File: config.mk
export PLATFORM = sky130hd
export DESIGN_NAME = bsa_cell
export DESIGN_NICKNAME = d
export VERILOG_FILES = /design/src/sv/bsa_pkg.sv /design/src/sv/bsa_cell.sv
export SDC_FILE = /design/constraint.sdc
export NUM_CORES = 1
export LEC_CHECK = 0
export ABC_CLOCK_PERIOD_IN_PS = 3820
export BUFFER_PORTS_ARGS = -buffer_cell sky130_fd_sc_hd__clkbuf_2
export CAP_MARGIN = 20
export CORE_ASPECT_RATIO = 1.25
export CORE_UTILIZATION = 45
export CTS_CLUSTER_DIAMETER = 80
export CTS_CLUSTER_SIZE = 14
export DETAILED_ROUTE_END_ITERATION = 8
export PLACE_DENSITY = 0.73
export SLEW_MARGIN = 20
export SYNTH_ARGS = -nofsm -noshare
export SYNTH_HDL_FRONTEND = slang
export SYNTH_SLANG_ARGS = --single-unit
File: constraint.sdc
create_clock -name i_clk -period 3.82 [get_ports i_clk]
set_clock_uncertainty 0.1 [all_clocks]
set_input_delay 0.764 -clock i_clk [delete_from_list [all_inputs] [get_ports i_clk]]
set_output_delay 0.764 -clock i_clk [all_outputs]
set_load 0.02 [all_outputs]
File: src/sv/bsa_pkg.sv
// ----------------------------------------------------------------------------
// bsa_pkg: shared types and constants of the spike encoder
// Window geometry, kernel ROM, adder widths, beat and control structs.
// ----------------------------------------------------------------------------
package bsa_pkg;

    // window geometry
    localparam int WINDOW_TAPS = 24;
    localparam int FILL_W      = $clog2(WINDOW_TAPS);
    localparam int TIME_BITS   = 16;

    // data widths
    localparam int RES_W      = 32;
    localparam int KERNEL_W   = 13;
    localparam int ABS_W      = 32;
    localparam int GROUP      = 4;
    localparam int GROUPS     = WINDOW_TAPS / GROUP;
    localparam int PART_W     = ABS_W + $clog2(GROUP);
    localparam int SUM_W      = ABS_W + $clog2(WINDOW_TAPS);
    localparam int GAIN_W     = 16;
    localparam int THR_W      = 24;
    localparam int REP_W      = 5;
    localparam int REP_MAX    = 16;
    localparam int LEFT_W     = 6;
    localparam int CFG_DATA_W = 24;
    localparam int CFG_IDX_W  = 2;

    // register reset values
    localparam logic [REP_W-1:0]     RST_REPEAT     = REP_W'(10);
    localparam logic [TIME_BITS-1:0] RST_TIME_LIMIT = TIME_BITS'(65535);
    localparam logic [THR_W-1:0]     RST_THRESHOLD  = THR_W'(39322);
    localparam logic [GAIN_W-1:0]    RST_GAIN       = GAIN_W'(2000);

    // configuration register indexes
    typedef enum logic [CFG_IDX_W-1:0] {
        CFG_REPEAT     = 2'd0,
        CFG_TIME_LIMIT = 2'd1,
        CFG_THRESHOLD  = 2'd2,
        CFG_GAIN       = 2'd3
    } t_cfg_idx;

    // normalized gaussian kernel, Q0.16, centre at tap 12
    localparam logic [KERNEL_W-1:0] KERNEL [WINDOW_TAPS] = '{
        13'd23,   13'd58,   13'd136,  13'd290,  13'd572,  13'd1042,
        13'd1753, 13'd2723, 13'd3902, 13'd5163, 13'd6306, 13'd7110,
        13'd7400, 13'd7110, 13'd6306, 13'd5163, 13'd3902, 13'd2723,
        13'd1753, 13'd1042, 13'd572,  13'd290,  13'd136,  13'd58
    };

    // input beat
    typedef struct packed {
        logic signed [RES_W-1:0] sample;
        logic [7:0]              channel;
        logic                    end_of_record;
    } t_in_beat;

    // output beat
    typedef struct packed {
        logic [7:0]           channel_out;
        logic [TIME_BITS-1:0] step_stamp;
        logic                 spike;
        logic                 last;
    } t_out_beat;

    // per-cell control
    typedef struct packed {
        logic load;
        logic shift;
        logic clear;
        logic fire;
    } t_cell_ctrl;

endpackage

File: src/sv/bsa_cell.sv
// ----------------------------------------------------------------------------
// bsa_cell: one residual tap of the window
// Holds one residual, forms its error terms and hands its updated value
// to the left neighbor when the window advances.
// ----------------------------------------------------------------------------
module bsa_cell
    import bsa_pkg::*;
(
    input  logic                    i_clk,
    input  logic                    i_rst_n,
    input  t_cell_ctrl              i_ctrl,
    input  logic signed [RES_W-1:0] i_load_val,
    input  logic signed [RES_W-1:0] i_nbr_post,
    input  logic [KERNEL_W-1:0]     i_kernel,
    output logic signed [RES_W-1:0] o_post,
    output logic [ABS_W-1:0]        o_dabs,
    output logic [ABS_W-1:0]        o_rabs
);

    logic signed [RES_W-1:0] r_res;
    logic signed [RES_W-1:0] r_sub;
    logic [ABS_W-1:0]        r_dabs;
    logic [ABS_W-1:0]        r_rabs;
    logic signed [RES_W:0]   w_diff;
    logic [RES_W:0]          w_neg;
    logic signed [RES_W-1:0] w_sat;

    // residual minus kernel, one extra bit
    assign w_diff = {r_res[RES_W-1], r_res} - {{(RES_W + 1 - KERNEL_W){1'b0}}, i_kernel};
    assign w_neg  = -w_diff;

    // saturate back to the residual range
    always_comb begin
        if (w_diff[RES_W] != w_diff[RES_W-1]) begin
            w_sat = w_diff[RES_W] ? {1'b1, {(RES_W-1){1'b0}}} : {1'b0, {(RES_W-1){1'b1}}};
        end else begin
            w_sat = w_diff[RES_W-1:0];
        end
    end

    // residual tap
    always_ff @(posedge i_clk) begin
        if (!i_rst_n || i_ctrl.clear) begin
            r_res <= '0;
        end else if (i_ctrl.shift) begin
            r_res <= i_nbr_post;
        end else if (i_ctrl.load) begin
            r_res <= i_load_val;
        end
    end

    // error terms and subtracted value, registered
    always_ff @(posedge i_clk) begin
        r_sub  <= w_sat;
        r_dabs <= w_diff[RES_W] ? w_neg[ABS_W-1:0] : w_diff[ABS_W-1:0];
        r_rabs <= r_res[RES_W-1] ? ABS_W'(~r_res + 1'b1) : ABS_W'(r_res);
    end

    // value handed to the neighbor on a window advance
    assign o_post = i_ctrl.fire ? r_sub : r_res;
    assign o_dabs = r_dabs;
    assign o_rabs = r_rabs;

endmodule

# Word level (Yosys, flattened, before mapping)
# Cells that the tools add are included.
# totals
ff_bits	128
elab_cells	20
# classes
bitwise	1
n_mux	7
add_sub_neg	3
eq_ne	1
n_reduce_logical	3
# op_table
cell	count
$mux 32	6
$sub 32x14->33	1
$add 32x1->32 const B	1
$neg 32->32	1
$not 32->32	1
$mux 31	1
$reduce_bool 2->1	1
$logic_not 1->1	1
$logic_or 1x1->1	1
$ne 1x1->1	1

# Longest topological paths before layout
# Gate-level depths: netlist of the first run.
# depth
ltp_word	3
ltp_mapped	15

# Least setup slack after synthesis of the first run
# Ideal clock, no wire load.
# synth_path
path_kind	input port to flip-flop
startpoint	in i_kernel[6]
endpoint	reg r_dabs[30], in the netlist o_dabs[30]
arrival_ns	3.457
required_ns	3.648
setup_time_ns	0.072
path_buffers	1
cell_stages	11
path_slack_ns	0.191
cell_sequence	inv_1 > ha_1 > buf_2 > a21o_1 > or2_2 > o21ai_0 > nor2b_1 > xor2_1 > or4_4 > o41ai_2 > xor2_1
# synth_via
elab_chain_len	3
# synth_rtl
item	line	text
from (decl)	bsa_cell.sv:14	input logic [KERNEL_W-1:0] i_kernel,
$sub 32x14->33 (*)	bsa_cell.sv:29	assign w_diff = {r_res[RES_W-1], r_res} - {{(RES_W + 1 - KERNEL_W){1'b0}}, i_kernel};
$neg 32->32	bsa_cell.sv:30	assign w_neg = -w_diff;
$mux 32 (*)	bsa_cell.sv:55	r_dabs <= w_diff[RES_W] ? w_neg[ABS_W-1:0] : w_diff[ABS_W-1:0];
to (signal assigned)	bsa_cell.sv:55	
to (decl)	bsa_cell.sv:22	logic [ABS_W-1:0] r_dabs;
# Every way passes the cells marked *; elsewhere a longest branch is shown, timed or not.
# A chain may end at the register's enable or synchronous reset.

# Worst setup path in the final report of the first run
# layout_path
startpoint	reg r_res[0]
endpoint	reg r_dabs[27], in the netlist o_dabs[27]
# layout_via
elab_chain_len	3
# layout_rtl
item	line	text
from (decl)	bsa_cell.sv:20	logic signed [RES_W-1:0] r_res;
from (signal assigned)	bsa_cell.sv:46	r_res <= i_nbr_post;
from (signal assigned)	bsa_cell.sv:48	r_res <= i_load_val;
$sub 32x14->33 (*)	bsa_cell.sv:29	
$neg 32->32	bsa_cell.sv:30	
$mux 32 (*)	bsa_cell.sv:55	
# Marked as above.

==> flow_metrics.py, run 1 <==
metrics = {
    "outcome": {
        "status": "finished, final reports clean",
    },
    "power": {
        "leakage_nw": 4.11,
        "finalPower_mw": 4.63,
        "ir_worst_vdd_v": 0.000320,
        "powerDensity_nw_per_um2": 540,
    },
    "detailed_routing": {
        "drt_wl_total_um": 18900,
        "wl_met2_um": 10000,
        "wl_per_cell_um": 16.4,
        "route.detailed.drc": 0,
        "drt_iter0_markers": 285,
        "routed.top_layer": "met4",
        "firstDrtPassIters": 6,
        "via_per_inst": 5.24,
        "num_vias": 6036,
        "wl_met3_um": 784,
        "postRouteAntennaNets": 0,
        "wl_met1_um": 7410,
    },
    "die": {
        "die_x_um": 110,
        "initial_core_util": 0.459,
        "pin_count": 179,
        "die_h_um": 137,
        "die_area_um2": 15100,
        "rows": 49,
        "core_um2": 14300,
    },
    "logic_synthesis": {
        "synth_common_cells": "dfxtp_1, nor2_1, a21oi_1, xnor2_1, nand2_1",
        "ys_seq_elements": 128,
        "seq_area_frac_synth": 0.389,
        "syn-num-nets": 847,
        "synth_edf_count": 0,
        "synth_flop_cell": "dfxtp_1",
        "synth_top_cell_area_share": 0.389,
        "yosys.cell_count.top_type": "dfxtp_1",
        "ys_types": 68,
        "yosys_warnings": 0,
        "syn_area_um2": 6590,
        "synth_area_leaders": "dfxtp_1, xnor2_1, nor2_1",
        "syn_area_per_cell_um2": 8.81,
        "async_flop_share": 0,
        "synth.largest_area_cell": "dfxtp_1",
        "netlist_instances": 748,
    },
    "sta": {
        "fin_tns_setup_ns": 0,
        "fin_crit_sh": 0.922,
        "setup_ws_ns": 0.299,
        "worstMarginPinSlew_ns": 1.09,
        "rsz0062_at_grt": "false",
        "final-max-slew-violation-count": 0,
        "fmax_mhz": 284,
        "setup_viol": 0,
        "fin_hold_ws_ns": 0.295,
        "hold_violations": 0,
        "min_period_ns": 3.52,
        "timing.slew.headroom": 0.276,
    },
    "worst_setup_path": {
        "critPathKind": "register to register",
        "critPathMaxFanout": 8,
        "crit_arrival_ns": 3.77,
        "required_ns": 4.07,
        "path_common_cell": "inv_1",
        "max_stage_delay_ns": 0.51,
        "startpoint_type": "register",
        "cp_cell_sequence": "inv_1 -> ha_1 -> inv_1 -> fa_1 -> a211oi_2 -> o21a_2 -> o22ai_1 -> nor2_1 -> xnor2_1 -> nand4bb_1 -> or4_1 -> buf_4 -> o31ai_2 -> xor2_1",
        "slowest_stage": "or4_1",
        "crit_path_end_kind": "register",
    },
    "clock_tree": {
        "cts_hold_buf": 0,
        "insertion_delay_ns": 0.43,
        "cts_made_buffers": 17,
        "cts_setup_buffers": 0,
        "ctsResizeCount": 0,
        "path_clk_slew_ns": 0.06,
        "cts.sinks": 128,
        "htreeDepth": 4,
        "cts_buffer_depth": 2,
        "cts-root-buf": "clkbuf_16",
        "cts_tree": "done",
    },
    "layout": {
        "syn2layout_area_growth_pct": 30.3,
        "nFillCells": 1318,
        "fin_nets": 1061,
        "post-route-util": 0.598,
        "drive_gt1_frac": 0.344,
        "diodes": 0,
    },
    "worst_hold_path": {
        "hold_path.class": "register to register",
    },
    "place": {
        "dp_slack_ns": -0.0414,
        "numPortBuffers": 178,
        "post-dp-hpwl_um": 14600,
        "globalplace.congestion": 0.882,
    },
    "global_routing": {
        "grt_pass1_vias": 5591,
        "grt_overflow": 0,
        "antenna_found_initial": 0,
        "grt_first_pass_wirelength_um": 28300,
        "grt_usage": 0.251,
        "grt_max_degree": 65,
    },
    "flow_run": {
        "maxCapViolations": 0,
    },
}
-- final timing paths --
kind / from / to / slack (ns) / cells after the start
min: r_res[0]$_SDFFE_PP0P_ / o_rabs[0]$_DFF_P_ / 0.29 / 0
max: r_res[0]$_SDFFE_PP0P_ / o_dabs[27]$_DFF_P_ / 0.30 / 14
max reg2reg: r_res[0]$_SDFFE_PP0P_ / o_dabs[27]$_DFF_P_ / 0.30 / 14
min reg2reg: r_res[0]$_SDFFE_PP0P_ / o_rabs[0]$_DFF_P_ / 0.29 / 0
-- worst max-delay path: cells and delay by family (launching register included) --
kind	cells	cell delay [ns]
XOR/XNOR	2	0.35
buffers and inverters	3	0.38
adder cells (fa/ha/maj)	2	0.59
AO/OA/AOI/OAI	4	0.75
flip-flops	1	0.33
AND/OR/NAND/NOR	3	0.93
-- logic make-up after synthesis --
family                     Yosys count  synth area share
and+or+nand+nor                    232             0.179
buffers and inverters               84            0.0541
AOI/OAI and AO/OA                  141             0.133
xor gates and xnor gates            86             0.115
adders and majority gates           16            0.0315
DFF                                128             0.389
muxes                               61            0.0982
-- layout make-up --
cell class                 count  area [um^2]  share of cell area
multi-input combinational    536         3670               0.427
sequential                   128         2560               0.298
timing repair buffer         249         1420               0.166
clock buffer                  17          425              0.0495
tap                          178          223              0.0259
clock inverter                15          169              0.0197
inverter                      30          113              0.0131
-- per-layer routing --
metal,GRT usage,up-vias
met4,0.115,0
li1,-,3003
met5,0,-
met2,0.450,187
met3,0.0582,51
met1,0.279,2795
-- state kept, by name, indices dropped and copies added (netlist names) --
name	count
r_sub	32
o_rabs	32
r_res	32
o_dabs	32
-- power by group --
| group | leakage (nW) | internal [mW] | switching [mW] |
|---|---|---|---|
| sequential | 1.06 | 1.57 | 0.0820 |
| clock | 0.289 | 1.02 | 0.608 |
| combinational | 2.76 | 0.542 | 0.808 |
| total | 4.11 | 3.14 | 1.50 |
-- stage by stage --
step                instances  cell area, um^2
global route             1153             8590
detailed placement       1121             7990
CTS                      1153             8590
finish                   1153             8590
global placement         1121             7990
floorplan                 748             6590
-- cell usage in the layout, fill, tap and decap left out, drive strengths merged, types with 8 or more instances in the layout --
master  instances
a21oi          58
o21ai          35
inv            31
mux2i          32
ha             15
clkbuf        194
nand4          15
xnor2          57
dfxtp         128
nor2           99
xor2           29
nor4           13
mux2           29
clkinv          8
o31ai          12
buf            72
nand2          48
or4            11
No activity file was read; power rests on OpenSTA's default activity.
==> inputs of run 2 (changes only) <==
==> constraint.sdc (replaced) <==
create_clock -name i_clk -period 3.82 [get_ports i_clk]
set_clock_uncertainty 0.1 [all_clocks]
set_input_delay 0.382 -clock i_clk [delete_from_list [all_inputs] [get_ports i_clk]]
set_output_delay 0.382 -clock i_clk [all_outputs]
set_load 0.02 [all_outputs]
==> flow_metrics.py, run 2 (same netlist as run 1, synthesis figures left out) <==
metrics = {
    "die": {
        "die_h_um": 137,
        "pin_count": 179,
        "core_um2": 14300,
        "initial_core_util": 0.459,
        "die_area_um2": 15100,
        "rows": 49,
        "die_x_um": 110,
    },
    "layout": {
        "fin_nets": 1034,
        "final_cell_mix": "clkbuf_2, dfxtp_1, nor2_1",
        "diodes": 0,
        "fin_cells": 1124,
        "syn2layout_area_growth_pct": 26.9,
        "final_common_cell": "clkbuf_2",
        "drive_gt1_frac": 0.323,
    },
    "worst_setup_path": {
        "cp.buffers_inverters": 2,
        "r2r_cells": 13,
        "slowest_stage": "or4_4",
        "crit_arrival_ns": 3.87,
        "cp.depth": 13,
        "path_delay_family": "compound AO/OA/AOI/OAI gates",
        "startpoint_type": "register",
        "r2r_start": "r_res[0]$_SDFFE_PP0P_",
        "r2r_setup_slack_ns": 0.19,
        "crit_path_end": "o_dabs[30]$_DFF_P_",
        "required_ns": 4.06,
        "cp_cell_sequence": "inv_1 -> ha_1 -> inv_1 -> fa_1 -> a211oi_2 -> o211ai_1 -> nand2_1 -> xor2_2 -> a21boi_4 -> nand4_2 -> or4_4 -> o41ai_2 -> xor2_1",
        "crit_path_start": "r_res[0]$_SDFFE_PP0P_",
        "critPathMaxFanout": 5,
        "crit_path_end_kind": "register",
        "r2r_end": "o_dabs[30]$_DFF_P_",
        "path_common_cell": "inv_1",
        "critPathKind": "register to register",
        "max_stage_delay_ns": 0.57,
    },
    "power": {
        "p_clk_frac": 0.339,
        "powerDensity_nw_per_um2": 536,
        "ir_worst_vdd_v": 0.000304,
        "swShare": 0.323,
        "p_int_mw": 3.03,
        "p_switching_mw": 1.45,
        "leakage_nw": 3.98,
        "seqPwrFrac": 0.369,
        "pwr-share-comb": 0.292,
    },
    "global_routing": {
        "use_met2": 0.465,
        "grt_pass1_vias": 5561,
        "grt_max_degree": 65,
        "grt_overflow": 0,
        "grt_usage": 0.253,
        "use_met3": 0.0525,
        "grtUsageMet1": 0.278,
        "antenna_found_initial": 0,
        "grt_first_pass_wirelength_um": 28500,
        "busiest_layer": "met2",
    },
    "flow_run": {
        "maxCapViolations": 0,
    },
    "clock_tree": {
        "cts_tree": "done",
        "cts_buffer_depth": 2,
        "cts-root-buf": "clkbuf_16",
        "cts_made_buffers": 17,
        "cts.sinks": 128,
        "htreeDepth": 4,
        "insertion_delay_ns": 0.41,
        "cts_hold_buf": 0,
        "path_clk_slew_ns": 0.05,
    },
    "sta": {
        "final-max-slew-violation-count": 0,
        "min_period_ns": 3.63,
        "worstMarginPinSlew_ns": 1.11,
        "fin_hold_ws_ns": 0.104,
        "timing.slew.headroom": 0.262,
        "setup_viol": 0,
        "hold_violations": 0,
        "fin_tns_setup_ns": 0,
        "fmax_mhz": 275,
        "fin_crit_sh": 0.950,
    },
    "detailed_routing": {
        "route.detailed.drc": 0,
        "drt_wl_total_um": 19000,
        "drt_iter0_markers": 309,
        "via_per_inst": 5.30,
        "wl_per_cell_um": 16.9,
        "num_vias": 5961,
        "postRouteAntennaNets": 0,
        "firstDrtPassIters": 4,
    },
    "place": {
        "numPortBuffers": 178,
        "globalplace.congestion": 0.919,
        "post-dp-hpwl_um": 14600,
        "placed_cells": 1092,
    },
    "worst_hold_path": {
        "hold_path.class": "input pin to register",
    },
    "outcome": {
        "status": "finished, final reports clean",
    },
}
[run 2: changes by cell type in the layout (fill, tap and decap cells not counted), moves of 2 or more]
| cell | before | now |
|---|---|---|
| clkinv_4 | 2 | 0 |
| clkinv_2 | 6 | 4 |
| bufinv_16 | 3 | 1 |
| clkbuf_1 | 0 | 3 |
| buf_4 | 71 | 44 |
| clkbuf_8 | 0 | 4 |
| clkinvlp_4 | 3 | 1 |
[run 2: repair_timing]
| item | 4_1_cts | 5_1_grt |
|---|---|---|
| resized for setup | 0 | 4 |
| setup endpoints to repair | 0 | 8 |
| buffers inserted | 0 | 2 |
[run 2: area by class of cell]
cell class,count,area (um^2)
sequential,128,2560
fill,1335,5990
inverter,30,113
multi-input combinational,536,3690
clock inverter,6,57.6
tap,178,223
timing repair buffer,222,1220
clock buffer,24,492
[run 2: worst min path at each step]
stage | start | end | cells after the start
2_1_floorplan | r_res[0]$_SDFFE_PP0P_ | o_rabs[0]$_DFF_P_ | 0
3_3_place_gp | r_res[0]$_SDFFE_PP0P_ | o_rabs[0]$_DFF_P_ | 0
3_5_place_dp | r_res[0]$_SDFFE_PP0P_ | o_rabs[0]$_DFF_P_ | 0
4_1_cts | i_nbr_post[3] | r_res[3]$_SDFFE_PP0P_ | 3
5_1_grt | i_nbr_post[26] | r_res[26]$_SDFFE_PP0P_ | 3
6_report | i_nbr_post[1] | r_res[1]$_SDFFE_PP0P_ | 3
[run 2: metrics by stage]
step	power [mW]	area, um^2	util	setup slack, ns
after floorplan	2.54	6590	-	0.556
after global placement	2.97	7770	0.542	0.297
after detailed placement	2.99	7770	0.542	0.204
after CTS	4.52	8320	0.580	0.145
after global routing	4.71	8360	0.583	-0.00145
final	4.48	8360	0.583	0.190
[run 2: tightest hold or removal path, delay by kind of cell]
kind / cells / cell delay [ns]
AOI/OAI and AO/OA: 1 / 0.05
and+or+nand+nor: 1 / 0.07
buffers and inverters: 1 / 0.08
[run 2: routing by layer]
layer  routed length (um)  share of wire  vias to the layer above
met1                 7260           0.38                     2796
met5                    0              0                        -
li1                     -              -                     2948
met4                  623          0.033                        0
met3                  885          0.047                       44
met2                10200           0.54                      173
[run 2: power by group through the flow]
stage,Combinational [mW],Sequential (mW),Clock [mW]
3_3_place_gp,1.30,1.68,0
4_1_cts,1.32,1.66,1.55
5_1_grt,1.42,1.67,1.62
2_1_floorplan,0.705,1.84,0
6_report,1.31,1.65,1.52
3_5_place_dp,1.31,1.68,0
==> inputs of run 3 (changes only) <==
- ABC_AREA: default -> 1
- PLACE_DENSITY: 0.73 -> 0.71
==> flow_metrics.py, run 3 <==
metrics = {
    "worst_setup_path": {
        "r2r_setup_slack_ns": 0.82,
        "crit_path_start": "r_res[0]$_SDFFE_PP0P_",
        "r2r_start": "r_res[0]$_SDFFE_PP0P_",
        "max_stage_delay_ns": 0.42,
        "crit_path_end_kind": "register",
        "crit_path_end": "o_dabs[13]$_DFF_P_",
        "r2r_cells": 16,
        "required_ns": 4.03,
        "slowest_stage": "fa_1",
        "critPathMaxFanout": 28,
        "crit_arrival_ns": 3.21,
        "path_common_cell": "nand2_1",
        "critPathKind": "register to register",
        "cp_cell_sequence": "inv_1 -> ha_1 -> inv_1 -> fa_1 -> nand2_1 -> nand2_1 -> nand3_2 -> nand2_1 -> nand2_2 -> nand4_1 -> nand2_1 -> buf_4 -> o21ai_0 -> nand2_1 -> xor2_1 -> inv_1",
        "r2r_end": "o_dabs[13]$_DFF_P_",
        "startpoint_type": "register",
    },
    "sta": {
        "fin_tns_setup_ns": 0,
        "fin_crit_sh": 0.785,
        "worstMarginPinSlew_ns": 0.840,
        "setup_viol": 0,
        "rsz0062_at_grt": "false",
        "timing.slew.headroom": 0.440,
        "hold_violations": 0,
        "min_period_ns": 3.00,
        "final-max-slew-violation-count": 0,
        "fmax_mhz": 333,
    },
    "detailed_routing": {
        "drt_iter0_markers": 556,
        "via_per_inst": 4.97,
        "drt_wl_total_um": 23300,
        "wl_per_cell_um": 14.9,
        "route.detailed.drc": 0,
        "postRouteAntennaNets": 0,
        "num_vias": 7798,
        "firstDrtPassIters": 6,
    },
    "logic_synthesis": {
        "synth.largest_area_cell": "dfxtp_1",
        "syn-num-nets": 1270,
        "ys_seq_elements": 128,
        "yosys.cell_count.top_type": "nand2_1",
        "netlist_instances": 1171,
        "synth_edf_count": 0,
        "synth_area_leaders": "dfxtp_1, nand2_1, inv_1",
        "syn_area_per_cell_um2": 6.49,
        "ys_types": 40,
        "yosys_warnings": 0,
        "syn_area_um2": 7600,
        "seq_area_frac_synth": 0.337,
        "async_flop_share": 0,
        "synth_top_cell_area_share": 0.337,
        "synth_flop_cell": "dfxtp_1",
        "synth_common_cells": "nand2_1, inv_1, dfxtp_1, nor2_1, o21ai_0",
    },
    "die": {
        "die_h_um": 147,
        "die_area_um2": 17400,
        "pin_count": 179,
        "die_x_um": 118,
        "initial_core_util": 0.466,
        "rows": 52,
        "core_um2": 16300,
    },
    "clock_tree": {
        "insertion_delay_ns": 0.42,
        "htreeDepth": 4,
        "cts_setup_buffers": 0,
        "ctsResizeCount": 0,
        "cts_buffer_depth": 2,
        "path_clk_slew_ns": 0.06,
        "cts_tree": "done",
        "cts.sinks": 128,
        "cts_hold_buf": 0,
        "cts_made_buffers": 17,
        "cts-root-buf": "clkbuf_16",
    },
    "layout": {
        "fin_nets": 1438,
        "syn2layout_area_growth_pct": 20.7,
        "diodes": 0,
        "drive_gt1_frac": 0.219,
        "final_cell_mix": "nand2_1, clkbuf_2, inv_1",
        "fin_cells": 1568,
        "final_common_cell": "nand2_1",
    },
    "place": {
        "globalplace.congestion": 0.939,
        "numPortBuffers": 178,
        "post-dp-hpwl_um": 18100,
        "placed_cells": 1536,
    },
    "worst_hold_path": {
        "hold_path.class": "input pin to register",
        "hp-start": "i_nbr_post[16]",
    },
    "flow_run": {
        "maxCapViolations": 0,
    },
    "global_routing": {
        "antenna_found_initial": 0,
        "grt_pass1_vias": 7332,
        "grt_max_degree": 49,
        "grt_usage": 0.270,
        "grt_first_pass_wirelength_um": 37000,
        "grt_overflow": 0,
    },
    "power": {
        "powerDensity_nw_per_um2": 493,
        "leakage_nw": 5.07,
        "finalPower_mw": 4.52,
        "ir_worst_vdd_v": 0.000330,
    },
    "outcome": {
        "status": "finished, final reports clean",
    },
}
[run 3: final cells by class]
| type | instances | area [um^2] |
|---|---|---|
| fillers | 1619 | 7150 |
| multi-input cells | 820 | 4170 |
| flip-flops and latches | 128 | 2560 |
| repair buffers | 184 | 936 |
| inverters | 188 | 706 |
| clock buffers | 22 | 474 |
| well taps | 216 | 270 |
| clock inverters | 10 | 62.6 |
[run 3: layer usage]
layer  part of all wire  vias to the layer above  GRT usage
li1                   -                     3964          -
met1               0.45                     3436      0.363
met3              0.068                       61     0.0357
met5                  0                        -          0
met4              0.030                        0      0.124
met2               0.45                      337      0.429
[run 3: metrics by stage]
stage,hold slack [ns],util,cell area [um^2],setup slack [ns]
after floorplan,0.252,-,7600,1.23
after global placement,0.254,0.529,8640,0.900
after detailed placement,0.268,0.529,8640,0.851
after CTS,0.170,0.562,9180,0.845
after global routing,0.199,0.562,9180,0.517
final,0.175,0.562,9180,0.820
[run 3: how the worst min path moves through the flow]
stage / end / cells after the start
floorplan: o_rabs[0]$_DFF_P_ / 0
global placement: o_rabs[0]$_DFF_P_ / 0
detailed placement: o_rabs[0]$_DFF_P_ / 0
CTS: r_res[16]$_SDFFE_PP0P_ / 5
global route: r_res[27]$_SDFFE_PP0P_ / 5
finish: r_res[16]$_SDFFE_PP0P_ / 5
[run 3: worst max-delay path, delay by kind of cell (launching register included)]
family                   cells  cell delay [ns]
buffers and inverters        4             0.62
adder cells (fa/ha/maj)      2             0.62
XOR/XNOR                     1             0.14
flip-flops                   1             0.32
AND/OR/NAND/NOR              8             0.93
AO/OA/AOI/OAI                1             0.15
[run 3: kinds of logic (layout without fill, tap and decap cells)]
group | count (synthesis) | in the layout | share of synthesized area
and+or+nand+nor | 629 | 629 | 0.367
buffers and inverters | 223 | 404 | 0.115
DFF | 128 | 128 | 0.337
AOI/OAI and AO/OA | 126 | 126 | 0.0961
xor gates and xnor gates | 49 | 49 | 0.0574
adders and majority gates | 16 | 16 | 0.0273
[run 3: power by group]
part | internal (mW) | switching, mW
clock | 0.873 | 0.601
sequential | 1.57 | 0.0820
combinational | 0.435 | 0.963
